### config.mk
export PLATFORM = sky130hd
export DESIGN_NAME = top_k_score_table_unit
export DESIGN_NICKNAME = d
export VERILOG_FILES = /design/src/rtl/kts_pkg.sv /design/src/rtl/kts_store.sv /design/src/rtl/kts_scan.sv /design/src/rtl/top_k_score_table_unit.sv
export SDC_FILE = /design/constraint.sdc
export NUM_CORES = 2
export LEC_CHECK = 0
export BUFFER_PORTS_ARGS = -buffer_cell sky130_fd_sc_hd__buf_4
export CAP_MARGIN = 20
export CORE_ASPECT_RATIO = 0.9
export CORE_MARGIN = 4
export CORE_UTILIZATION = 60
export DETAILED_ROUTE_END_ITERATION = 8
export PLACE_DENSITY_LB_ADDON = 0.1
export SYNTH_ARGS = -nofsm -noshare
export SYNTH_HDL_FRONTEND = slang
export SYNTH_SLANG_ARGS = --single-unit
export TNS_END_PERCENT = 5
### constraint.sdc
create_clock -name clk -period 16.15 [get_ports clk]
set_input_delay 0.8075 -clock clk [delete_from_list [all_inputs] [get_ports clk]]
set_output_delay 0.8075 -clock clk [all_outputs]
set_load 0.03 [all_outputs]
### src/rtl/kts_pkg.sv
// Package for the top-k score table: field types, codes, constants and the score compare.
`default_nettype none
package kts_pkg;

	localparam int unsigned TABLE_DEPTH  = 16;
	localparam int unsigned SCORE_BITS   = 32;
	localparam int unsigned PAYLOAD_BITS = 64;
	localparam int unsigned INDEX_BITS   = 4;
	localparam int unsigned COUNT_BITS   = 5;
	localparam int unsigned CFG_DATA_BITS = 5;

	typedef logic [INDEX_BITS-1:0]          kts_index_t;
	typedef logic [COUNT_BITS-1:0]          kts_count_t;
	typedef logic signed [SCORE_BITS-1:0]   kts_score_t;
	typedef logic [PAYLOAD_BITS-1:0]        kts_payload_t;

	// Item operation codes
	typedef enum logic [1:0] {
		MODE_NOMINATE  = 2'd0,
		MODE_SET_SCORE = 2'd1,
		MODE_READ      = 2'd2,
		MODE_NOP       = 2'd3
	} kts_mode_t;

	// Configuration register indexes
	typedef enum logic [0:0] {
		CFG_PREFER_HIGH  = 1'b0,
		CFG_ACTIVE_LIMIT = 1'b1
	} kts_cfg_index_t;

	// Sequencer states
	typedef enum logic [3:0] {
		ST_IDLE,
		ST_EXEC,
		ST_RDWAIT,
		ST_WSCAN,
		ST_WDRAIN,
		ST_REPLACE,
		ST_SCAN,
		ST_SDRAIN,
		ST_DONE
	} kts_state_t;

	typedef struct packed {
		kts_mode_t    mode;
		kts_index_t   entry_index;
		kts_score_t   new_score;
		kts_payload_t payload_in;
	} kts_in_t;

	typedef struct packed {
		kts_count_t   entry_count;
		kts_index_t   best_index;
		kts_score_t   best_score;
		kts_index_t   worst_index;
		kts_score_t   worst_score;
		kts_payload_t payload_out;
		logic         stored;
		logic         index_error;
	} kts_out_t;

	// Control from the sequencer to the scan unit for one score read
	typedef struct packed {
		logic       vld;
		logic       first;
		kts_index_t idx;
	} kts_scan_ctl_t;

	// a is at least as good as b under the current preference
	function automatic logic as_good(kts_score_t a, kts_score_t b, logic prefer_high);
		logic result;
		result = prefer_high ? (a >= b) : (a <= b);
		return result;
	endfunction

	// a is at least as bad as b under the current preference
	function automatic logic as_bad(kts_score_t a, kts_score_t b, logic prefer_high);
		logic result;
		result = prefer_high ? (a <= b) : (a >= b);
		return result;
	endfunction

endpackage
`default_nettype wire

### src/rtl/kts_store.sv
// Score and payload storage of the top-k score table, one write and one registered read port.
`default_nettype none
module kts_store
	import kts_pkg::*;
(
	input  wire logic         clk,
	input  wire logic         we_score,
	input  wire logic         we_payload,
	input  wire kts_index_t   waddr,
	input  wire kts_score_t   wscore,
	input  wire kts_payload_t wpayload,
	input  wire kts_index_t   raddr,
	output kts_score_t        rscore,
	output kts_payload_t      rpayload
);

	kts_score_t   score_mem   [TABLE_DEPTH];
	kts_payload_t payload_mem [TABLE_DEPTH];
	kts_score_t   rscore_q;
	kts_payload_t rpayload_q;

	// Writes
	always_ff @(posedge clk) begin
		if (we_score) begin
			score_mem[waddr] <= wscore;
		end
		if (we_payload) begin
			payload_mem[waddr] <= wpayload;
		end
	end

	// Registered read
	always_ff @(posedge clk) begin
		rscore_q   <= score_mem[raddr];
		rpayload_q <= payload_mem[raddr];
	end

	assign rscore   = rscore_q;
	assign rpayload = rpayload_q;

endmodule
`default_nettype wire

### src/rtl/kts_scan.sv
// Shared compare unit: tracks best and worst entries over a scan in index order.
`default_nettype none
module kts_scan
	import kts_pkg::*;
(
	input  wire logic          clk,
	input  wire logic          arst_n,
	input  wire logic          prefer_high,
	input  wire kts_scan_ctl_t ctl,
	input  wire kts_score_t    score,
	output kts_index_t         best_index,
	output kts_score_t         best_score,
	output kts_index_t         worst_index,
	output kts_score_t         worst_score
);

	kts_index_t best_idx_q;
	kts_index_t worst_idx_q;
	kts_score_t best_q;
	kts_score_t worst_q;
	logic       take_best;
	logic       take_worst;

	// Later index wins on ties, first entry loads both
	assign take_best  = ctl.first || as_good(score, best_q, prefer_high);
	assign take_worst = ctl.first || as_bad(score, worst_q, prefer_high);

	always_ff @(posedge clk or negedge arst_n) begin
		if (!arst_n) begin
			best_idx_q  <= '0;
			worst_idx_q <= '0;
		end else if (ctl.vld) begin
			if (take_best) begin
				best_idx_q <= ctl.idx;
			end
			if (take_worst) begin
				worst_idx_q <= ctl.idx;
			end
		end
	end

	always_ff @(posedge clk) begin
		if (ctl.vld) begin
			if (take_best) begin
				best_q <= score;
			end
			if (take_worst) begin
				worst_q <= score;
			end
		end
	end

	assign best_index  = best_idx_q;
	assign best_score  = best_q;
	assign worst_index = worst_idx_q;
	assign worst_score = worst_q;

endmodule
`default_nettype wire

### src/rtl/top_k_score_table_unit.sv
// Top level of the top-k score table: sequencer, configuration registers and result port.
//
// Adds (score, payload) entries up to clamped active_limit, favoring high or low scores.
// Command channel: an item is taken at a clock edge with start high and busy low;
// busy stays high until the result has been shown. Each item gives one result,
// shown for exactly one cycle with result_valid high; the receiver cannot stall it.
// Configuration: cfg_valid/cfg_ready write channel, always ready; index 0 is
// prefer_high, index 1 is active_limit. Write only while busy is low.
// Each item scans the filled table one entry per cycle through the registered
// read port of the score store and the shared compare unit; an empty table is
// not scanned, a read item with a valid index first waits for its payload read,
// and a nomination into a full table first scans for the worst entry, then scans
// once more. The next item can be taken in the cycle after the result cycle.
// Reset clears the fill count, sets prefer_high to 1 and active_limit to 16.
// No clearing pass is needed: only filled entries are ever read.
`default_nettype none
module top_k_score_table_unit
	import kts_pkg::*;
(
	input  wire logic           clk,
	input  wire logic           arst_n,
	input  wire logic           start,
	output logic                busy,
	input  wire kts_in_t        item,
	input  wire logic           cfg_valid,
	output logic                cfg_ready,
	input  wire kts_cfg_index_t cfg_index,
	input  wire logic [CFG_DATA_BITS-1:0] cfg_data,
	output logic                result_valid,
	output kts_out_t            result
);

	kts_state_t    state_q, state_d;
	kts_in_t       item_q;
	kts_count_t    fill_q;
	kts_index_t    scan_cnt_q;
	logic          prefer_high_q;
	kts_count_t    active_limit_q;
	logic          stored_q;
	logic          err_q;
	kts_payload_t  pay_q;
	kts_scan_ctl_t ctl_s1;

	kts_count_t    limit;
	logic          idx_bad;
	logic          scan_last;
	logic          we_score, we_payload;
	kts_index_t    waddr, raddr;
	logic          issue, cnt_inc, cnt_clr, fill_inc, set_stored, set_err, cap_pay;
	kts_score_t    rscore;
	kts_payload_t  rpayload;
	kts_index_t    best_index, worst_index;
	kts_score_t    best_score, worst_score;

	// Limit clamped to 1..TABLE_DEPTH
	always_comb begin
		if (active_limit_q == '0) begin
			limit = kts_count_t'(1);
		end else if (active_limit_q > kts_count_t'(TABLE_DEPTH)) begin
			limit = kts_count_t'(TABLE_DEPTH);
		end else begin
			limit = active_limit_q;
		end
	end

	assign idx_bad   = {1'b0, item_q.entry_index} >= fill_q;
	assign scan_last = {1'b0, scan_cnt_q} == (fill_q - kts_count_t'(1));

	// Configuration registers
	assign cfg_ready = 1'b1;

	always_ff @(posedge clk or negedge arst_n) begin
		if (!arst_n) begin
			prefer_high_q  <= 1'b1;
			active_limit_q <= kts_count_t'(TABLE_DEPTH);
		end else if (cfg_valid && cfg_ready) begin
			unique case (cfg_index)
				CFG_PREFER_HIGH:  prefer_high_q  <= cfg_data[0];
				CFG_ACTIVE_LIMIT: active_limit_q <= kts_count_t'(cfg_data);
			endcase
		end
	end

	// Sequencer: next state and control
	always_comb begin
		state_d    = state_q;
		we_score   = 1'b0;
		we_payload = 1'b0;
		waddr      = fill_q[INDEX_BITS-1:0];
		raddr      = scan_cnt_q;
		issue      = 1'b0;
		cnt_inc    = 1'b0;
		cnt_clr    = 1'b0;
		fill_inc   = 1'b0;
		set_stored = 1'b0;
		set_err    = 1'b0;
		cap_pay    = 1'b0;
		unique case (state_q)
			ST_IDLE: begin
				if (start) begin
					state_d = ST_EXEC;
				end
			end
			ST_EXEC: begin
				unique case (item_q.mode)
					MODE_NOMINATE: begin
						if (fill_q < limit) begin
							we_score   = 1'b1;
							we_payload = 1'b1;
							fill_inc   = 1'b1;
							set_stored = 1'b1;
							state_d    = ST_SCAN;
						end else begin
							state_d = ST_WSCAN;
						end
					end
					MODE_SET_SCORE: begin
						if (idx_bad) begin
							set_err = 1'b1;
						end else begin
							we_score = 1'b1;
							waddr    = item_q.entry_index;
						end
						state_d = ST_SCAN;
					end
					MODE_READ: begin
						if (idx_bad) begin
							set_err = 1'b1;
							state_d = ST_SCAN;
						end else begin
							raddr   = item_q.entry_index;
							state_d = ST_RDWAIT;
						end
					end
					MODE_NOP: begin
						state_d = ST_SCAN;
					end
				endcase
			end
			ST_RDWAIT: begin
				cap_pay = 1'b1;
				state_d = ST_SCAN;
			end
			ST_WSCAN, ST_SCAN: begin
				priority if (fill_q == '0) begin
					state_d = ST_DONE;
				end else if (scan_last) begin
					issue   = 1'b1;
					cnt_clr = 1'b1;
					state_d = (state_q == ST_WSCAN) ? ST_WDRAIN : ST_SDRAIN;
				end else begin
					issue   = 1'b1;
					cnt_inc = 1'b1;
				end
			end
			ST_WDRAIN: begin
				state_d = ST_REPLACE;
			end
			ST_REPLACE: begin
				if (as_good(item_q.new_score, worst_score, prefer_high_q)) begin
					we_score   = 1'b1;
					we_payload = 1'b1;
					waddr      = worst_index;
					set_stored = 1'b1;
				end
				state_d = ST_SCAN;
			end
			ST_SDRAIN: begin
				state_d = ST_DONE;
			end
			ST_DONE: begin
				state_d = ST_IDLE;
			end
			default: begin
				state_d = ST_IDLE;
			end
		endcase
	end

	// Control registers
	always_ff @(posedge clk or negedge arst_n) begin
		if (!arst_n) begin
			state_q    <= ST_IDLE;
			fill_q     <= '0;
			scan_cnt_q <= '0;
			stored_q   <= 1'b0;
			err_q      <= 1'b0;
			ctl_s1     <= '0;
		end else begin
			state_q <= state_d;
			if (fill_inc) begin
				fill_q <= fill_q + kts_count_t'(1);
			end
			if (cnt_clr) begin
				scan_cnt_q <= '0;
			end else if (cnt_inc) begin
				scan_cnt_q <= scan_cnt_q + kts_index_t'(1);
			end
			if (start && !busy) begin
				stored_q <= 1'b0;
				err_q    <= 1'b0;
			end else begin
				if (set_stored) begin
					stored_q <= 1'b1;
				end
				if (set_err) begin
					err_q <= 1'b1;
				end
			end
			ctl_s1.vld   <= issue;
			ctl_s1.first <= issue && (scan_cnt_q == '0);
			ctl_s1.idx   <= scan_cnt_q;
		end
	end

	// Item and read payload registers
	always_ff @(posedge clk) begin
		if (start && !busy) begin
			item_q <= item;
			pay_q  <= '0;
		end else if (cap_pay) begin
			pay_q <= rpayload;
		end
	end

	kts_store u_store (
		.clk        (clk),
		.we_score   (we_score),
		.we_payload (we_payload),
		.waddr      (waddr),
		.wscore     (item_q.new_score),
		.wpayload   (item_q.payload_in),
		.raddr      (raddr),
		.rscore     (rscore),
		.rpayload   (rpayload)
	);

	kts_scan u_scan (
		.clk         (clk),
		.arst_n      (arst_n),
		.prefer_high (prefer_high_q),
		.ctl         (ctl_s1),
		.score       (rscore),
		.best_index  (best_index),
		.best_score  (best_score),
		.worst_index (worst_index),
		.worst_score (worst_score)
	);

	// Result port
	assign busy         = (state_q != ST_IDLE);
	assign result_valid = (state_q == ST_DONE);

	always_comb begin
		result.entry_count = fill_q;
		result.payload_out = pay_q;
		result.stored      = stored_q;
		result.index_error = err_q;
		if (fill_q == '0) begin
			result.best_index  = '0;
			result.best_score  = '0;
			result.worst_index = '0;
			result.worst_score = '0;
		end else begin
			result.best_index  = best_index;
			result.best_score  = best_score;
			result.worst_index = worst_index;
			result.worst_score = worst_score;
		end
	end

endmodule
`default_nettype wire

==> flow_summary.html <==
<table>
<tr><th>Metric</th><th>Value</th></tr>
<tr><th colspan="2">Yosys</th></tr>
<tr><td>Fraction of synthesis flops using an asynchronous set or reset pin</td><td>0.0185</td></tr>
<tr><td>Post-Synthesis Cells</td><td>5240</td></tr>
<tr><td>Cell area after synthesis</td><td>74100 sq um</td></tr>
<tr><td>Number of distinct library cells after synthesis</td><td>67</td></tr>
<tr><td>Multiplexer share of the synthesized area</td><td>0.00301</td></tr>
<tr><td>Total number of yosys warnings</td><td>0</td></tr>
<tr><td>Basic-gate share of the synthesized area counting and, or, nand and nor cells</td><td>0.0993</td></tr>
<tr><td>Post-synthesis register bit count</td><td>1897</td></tr>
<tr><td>Leading register cell type out of synthesis</td><td>sky130_fd_sc_hd__edfxtp_1</td></tr>
<tr><td>Share of the yosys chip area belonging to registers</td><td>0.745</td></tr>
<tr><td>Combinational family with the most area after synthesis</td><td>compound AO/OA/AOI/OAI gates</td></tr>
<tr><td>Average size of a mapped cell</td><td>14.1 sq um</td></tr>
<tr><td>EDFF count, synth</td><td>1702</td></tr>
<tr><td>Post-Synthesis Net Count</td><td>around 5.5k</td></tr>
<tr><td>Fraction of synthesized cell area in xor and xnor cells</td><td>0.00211</td></tr>
<tr><td>Synth Area in Adders</td><td>0.0191</td></tr>
<tr><td>Fraction of the mapped netlist area in compound gates</td><td>0.106</td></tr>
<tr><th colspan="2">Power and ir drop</th></tr>
<tr><td>IR drop worst, VDD</td><td>around 0.00021 V</td></tr>
<tr><td>Net switching power</td><td>4.92 mW</td></tr>
<tr><td>Leakage power of the design</td><td>28.8 nW</td></tr>
<tr><td>Power density relative to cell area</td><td>174 nW/um^2</td></tr>
<tr><td>Clock power share</td><td>0.284</td></tr>
<tr><td>Combinational share of power</td><td>0.280</td></tr>
<tr><td>Cell-internal power</td><td>9.59 mW</td></tr>
<tr><td>Sequential share of power</td><td>0.437</td></tr>
<tr><td>Switching power share of the total</td><td>0.339</td></tr>
<tr><th colspan="2">Worst setup path</th></tr>
<tr><td>WP data required</td><td>16.89 ns</td></tr>
<tr><td>Biggest cell delay along the critical path</td><td>0.90 ns</td></tr>
<tr><td>Most used cell along the critical path</td><td>sky130_fd_sc_hd__buf_4</td></tr>
<tr><td>Largest fanout on the critical path</td><td>93</td></tr>
<tr><td>Ordered cell list for the critical path</td><td>ha_1 -&gt; nand2b_1 -&gt; a21o_1 -&gt; a21o_1 -&gt; a31oi_4 -&gt; mux2i_4 -&gt; buf_4 -&gt; buf_4 -&gt; buf_4 -&gt; buf_4 -&gt; a211oi_1 -&gt; a31oi_1 -&gt; a22oi_1 -&gt; nand2_1</td></tr>
<tr><td>Element type at the critical path end</td><td>flip-flop</td></tr>
<tr><td>Type of the setup path with the least slack</td><td>reg2reg</td></tr>
<tr><td>Slowest-stage cell, CP</td><td>sky130_fd_sc_hd__buf_4</td></tr>
<tr><td>Type of origin of the critical path</td><td>flip-flop</td></tr>
<tr><td>Arrival time reported for the critical path endpoint</td><td>7.08 ns</td></tr>
<tr><th colspan="2">Floorplanning</th></tr>
<tr><td>Starting density of the core</td><td>0.604</td></tr>
<tr><td>Area of the die</td><td>~130000 sq um</td></tr>
<tr><td>Overall die width</td><td>378 um</td></tr>
<tr><td>Die H</td><td>341 um</td></tr>
<tr><td>I/O pin count</td><td>~260</td></tr>
<tr><td>Core box area</td><td>around 120000 sq um</td></tr>
<tr><td>Cell Rows</td><td>between 100 and 150</td></tr>
<tr><th colspan="2">Place</th></tr>
<tr><td># port buffers</td><td>256</td></tr>
<tr><td>Detailed placement HPWL</td><td>93600 um</td></tr>
<tr><td>Routability-driven placement congestion ratio</td><td>0.824</td></tr>
<tr><td>Number of placed instances, taps included</td><td>between 6k and 7k</td></tr>
<tr><td>Post-Place Cell Area</td><td>77400 sq um</td></tr>
<tr><th colspan="2">Detailed routing</th></tr>
<tr><td>Total number of vias</td><td>between 40k and 50k</td></tr>
<tr><td>Count of routing violations after the opening detailed-route iteration</td><td>5235</td></tr>
<tr><td>Total DRC errors in the routed layout</td><td>0</td></tr>
<tr><td>Remaining antenna violation count after routing</td><td>0</td></tr>
<tr><td>Via density</td><td>6.17</td></tr>
<tr><td>Routed length per placed instance</td><td>24.7 um</td></tr>
<tr><td>Number of optimization iterations in the first detailed-route pass</td><td>6</td></tr>
<tr><td>Detailed-route wire length</td><td>178000 um</td></tr>
<tr><th colspan="2">Clocking</th></tr>
<tr><td>Post-CTS Setup Inserts</td><td>0</td></tr>
<tr><td>Maximum clock path buffer count</td><td>3</td></tr>
<tr><td>TritonCTS sink count</td><td>between 1.5k and 2k</td></tr>
<tr><td>TritonCTS clock tree</td><td>built</td></tr>
<tr><td>Number of buffers inserted for hold repair after clock tree synthesis</td><td>1</td></tr>
<tr><td>Clock tree root buffer cell</td><td>sky130_fd_sc_hd__clkbuf_16</td></tr>
<tr><td>Clock transition at path regs</td><td>0.06 ns</td></tr>
<tr><td>Clk_lat worst skew</td><td>0.81 ns</td></tr>
<tr><td>Number of buffers created by CTS</td><td>180</td></tr>
<tr><td>H-Tree Level Count</td><td>4</td></tr>
<tr><td>CTS resizes</td><td>0</td></tr>
<tr><th colspan="2">STA</th></tr>
<tr><td>Actual slew at the worst max-slew pin</td><td>1.12 ns</td></tr>
<tr><td>Time the worst path needs with I/O delays and setup</td><td>6.34 ns</td></tr>
<tr><td>Final Max Tran Viols</td><td>0</td></tr>
<tr><td>Clock Skews</td><td>about 0.024 ns</td></tr>
<tr><td>Highest Clock Rate</td><td>158 MHz</td></tr>
<tr><td>Number of failing setup endpoints in the final timing report</td><td>0</td></tr>
<tr><td>Setup repair after global routing missed its margin</td><td>no</td></tr>
<tr><td>Number of hold violations in the final report</td><td>0</td></tr>
<tr><td>Share of the clock period used by the worst path after layout</td><td>0.393</td></tr>
<tr><td>Worst slew margin relative to its limit</td><td>0.250</td></tr>
<tr><td>Sum Neg Setup Slack</td><td>0 ns</td></tr>
<tr><th colspan="2">Layout</th></tr>
<tr><td>Finished Core Util</td><td>0.678</td></tr>
<tr><td>Non-Filler Cell Area, Final</td><td>83200 sq um</td></tr>
<tr><td>Multi-input gate area in the final layout</td><td>17300 sq um</td></tr>
<tr><td>Commonest cells after routing, fill and taps aside</td><td>sky130_fd_sc_hd__edfxtp_1 (1702), sky130_fd_sc_hd__nand2_1 (1039), sky130_fd_sc_hd__and2_1 (395)</td></tr>
<tr><td>Post-layout net count</td><td>5639</td></tr>
<tr><td>Layout overhead on the synthesized area</td><td>12.3%</td></tr>
<tr><td>Filler cell count</td><td>8514</td></tr>
<tr><td>Finished Layout Cells</td><td>approximately 7.2k</td></tr>
<tr><td>Fraction of layout cells with a size suffix above 1</td><td>0.119</td></tr>
<tr><td>Most frequent standard cell in the layout excluding fill and tap cells</td><td>sky130_fd_sc_hd__edfxtp_1</td></tr>
<tr><td>Sequential cell area</td><td>around 55000 sq um</td></tr>
<tr><th colspan="2">Hold path</th></tr>
<tr><td>Worst hold path type</td><td>in2reg</td></tr>
<tr><th colspan="2">Run</th></tr>
<tr><td>Max-capacitance violation count</td><td>0</td></tr>
<tr><th colspan="2">Global routing</th></tr>
<tr><td>Antenna violations before repair</td><td>5</td></tr>
<tr><td>Wire length of the first global-routing pass</td><td>263000 um</td></tr>
<tr><td>Via count of the first global-routing pass</td><td>41.6k</td></tr>
<tr><td>Remaining Overflow, GRT</td><td>0</td></tr>
<tr><td>GRT Total Usage</td><td>0.272</td></tr>
<tr><td>Pin count of the biggest net entering global routing</td><td>about 220</td></tr>
<tr><th colspan="2">Status</th></tr>
<tr><td>Result of the run</td><td>complete, no violations</td></tr>
</table>
[per-stage QoR]
step           hold slack, ns  power, mW  worst slack, ns
2_1_floorplan           0.417       9.06            10.04
6_report                0.173       14.5             9.81
5_1_grt                 0.128       15.2             9.45
4_1_cts                 0.117       14.6             9.92
3_5_place_dp            0.427       10.5             9.93
3_3_place_gp            0.420       10.4            10.10
[registers in the layout (all words and copies together), names as in the netlist]
register,count
active_limit_q,5
ctl_s1,6
err_q,1
fill_q,5
item_q,102
pay_q,64
prefer_high_q,1
scan_cnt_q,4
state_q,4
stored_q,1
u_scan.best_index,4
u_scan.best_score,32
u_scan.worst_index,4
u_scan.worst_score,32
u_store.payload_mem,1024
u_store.rpayload,64
u_store.rscore,32
u_store.score_mem,512
[cell type report]
| type | instances | area share |
|---|---|---|
| Multi-Input combinational cell | 2923 | 0.208 |
| Tap cell | 1612 | 0.0243 |
| Clock inverter | 68 | 0.00721 |
| Antenna cell | 2 | 0.0000602 |
| Sequential cell | 1897 | 0.664 |
| Timing Repair Buffer | 330 | 0.0305 |
| Inverter | 82 | 0.00370 |
| Clock buffer | 267 | 0.0623 |
[power by group through the flow]
stage          sequential, mW  clock (mW)  combinational [mW]
2_1_floorplan            6.40           0                2.66
3_3_place_gp             6.42           0                3.95
3_5_place_dp             6.44           0                4.02
4_1_cts                  6.34        4.18                4.04
5_1_grt                  6.39        4.39                4.43
6_report                 6.34        4.12                4.06
[path summary, 6_finish.rpt]
check	startpoint	end	slack, ns	cells past startpoint
worst max register to register	fill_q[0]	u_store.rpayload[39]	9.81	14
worst max-delay path	fill_q[0]	u_store.rpayload[39]	9.81	14
worst min register to register	u_store.rpayload[19]	pay_q[19]	0.43	2
min in group asynchronous	arst_n	active_limit_q[3]	0.50	2
max in group asynchronous	arst_n	active_limit_q[4]	15.31	2
worst min-delay path	item[33]	item_q[33]	0.17	1
[synth_stat cells, types with 7 or more instances]
cell | count | area share
sky130_fd_sc_hd__edfxtp_1 | 1702 | 0.69
sky130_fd_sc_hd__nand2_1 | 1040 | 0.053
sky130_fd_sc_hd__and2_1 | 397 | 0.034
sky130_fd_sc_hd__a211oi_1 | 388 | 0.039
sky130_fd_sc_hd__a31oi_1 | 386 | 0.033
sky130_fd_sc_hd__clkbuf_1 | 227 | 0.012
sky130_fd_sc_hd__a22oi_1 | 192 | 0.019
sky130_fd_sc_hd__dfxtp_1 | 160 | 0.043
sky130_fd_sc_hd__ha_1 | 113 | 0.019
sky130_fd_sc_hd__nor2_1 | 111 | 0.0056
sky130_fd_sc_hd__a21oi_1 | 97 | 0.0066
sky130_fd_sc_hd__inv_1 | 82 | 0.0042
sky130_fd_sc_hd__buf_2 | 58 | 0.0039
sky130_fd_sc_hd__dfrtp_1 | 33 | 0.011
sky130_fd_sc_hd__buf_4 | 28 | 0.0028
sky130_fd_sc_hd__a21o_1 | 24 | 0.0024
sky130_fd_sc_hd__nand4_1 | 20 | 0.0017
sky130_fd_sc_hd__nand3_1 | 16 | 0.0011
sky130_fd_sc_hd__buf_6 | 15 | 0.0023
sky130_fd_sc_hd__mux2_2 | 14 | 0.0021
sky130_fd_sc_hd__o21ai_0 | 14 | 0.00095
sky130_fd_sc_hd__xnor2_1 | 11 | 0.0013
sky130_fd_sc_hd__buf_1 | 10 | 0.00051
sky130_fd_sc_hd__nor2_2 | 7 | 0.00059
sky130_fd_sc_hd__nor2b_1 | 7 | 0.00059
[logic make-up (layout without fill, tap and decap cells)]
family          count (synthesis)  in the layout
flops                        1897           1897
simple gates                 1633           1633
compound gates               1139           1139
buf+inv                       420            747
fa+ha+maj                     113            113
mux                            20             20
xor+xnor                       17             17
other cells                     1              3
[layer usage]
metal	vias to the layer above	global-route usage	wire length (um)
met4	0	0.0771	4120
met1	22100	0.415	76300
met3	270	0.0517	16500
li1	20000	-	-
met5	-	0	0
met2	1975	0.407	80700
[critical path: cells and delay by family, from the launching register on]
family	cells	cell delay, ns
fa+ha+maj	1	0.32
flops	1	0.46
compound gates	6	1.28
mux	1	0.38
buf+inv	4	3.23
simple gates	2	0.25
Power figures use the tool's default switching activity.
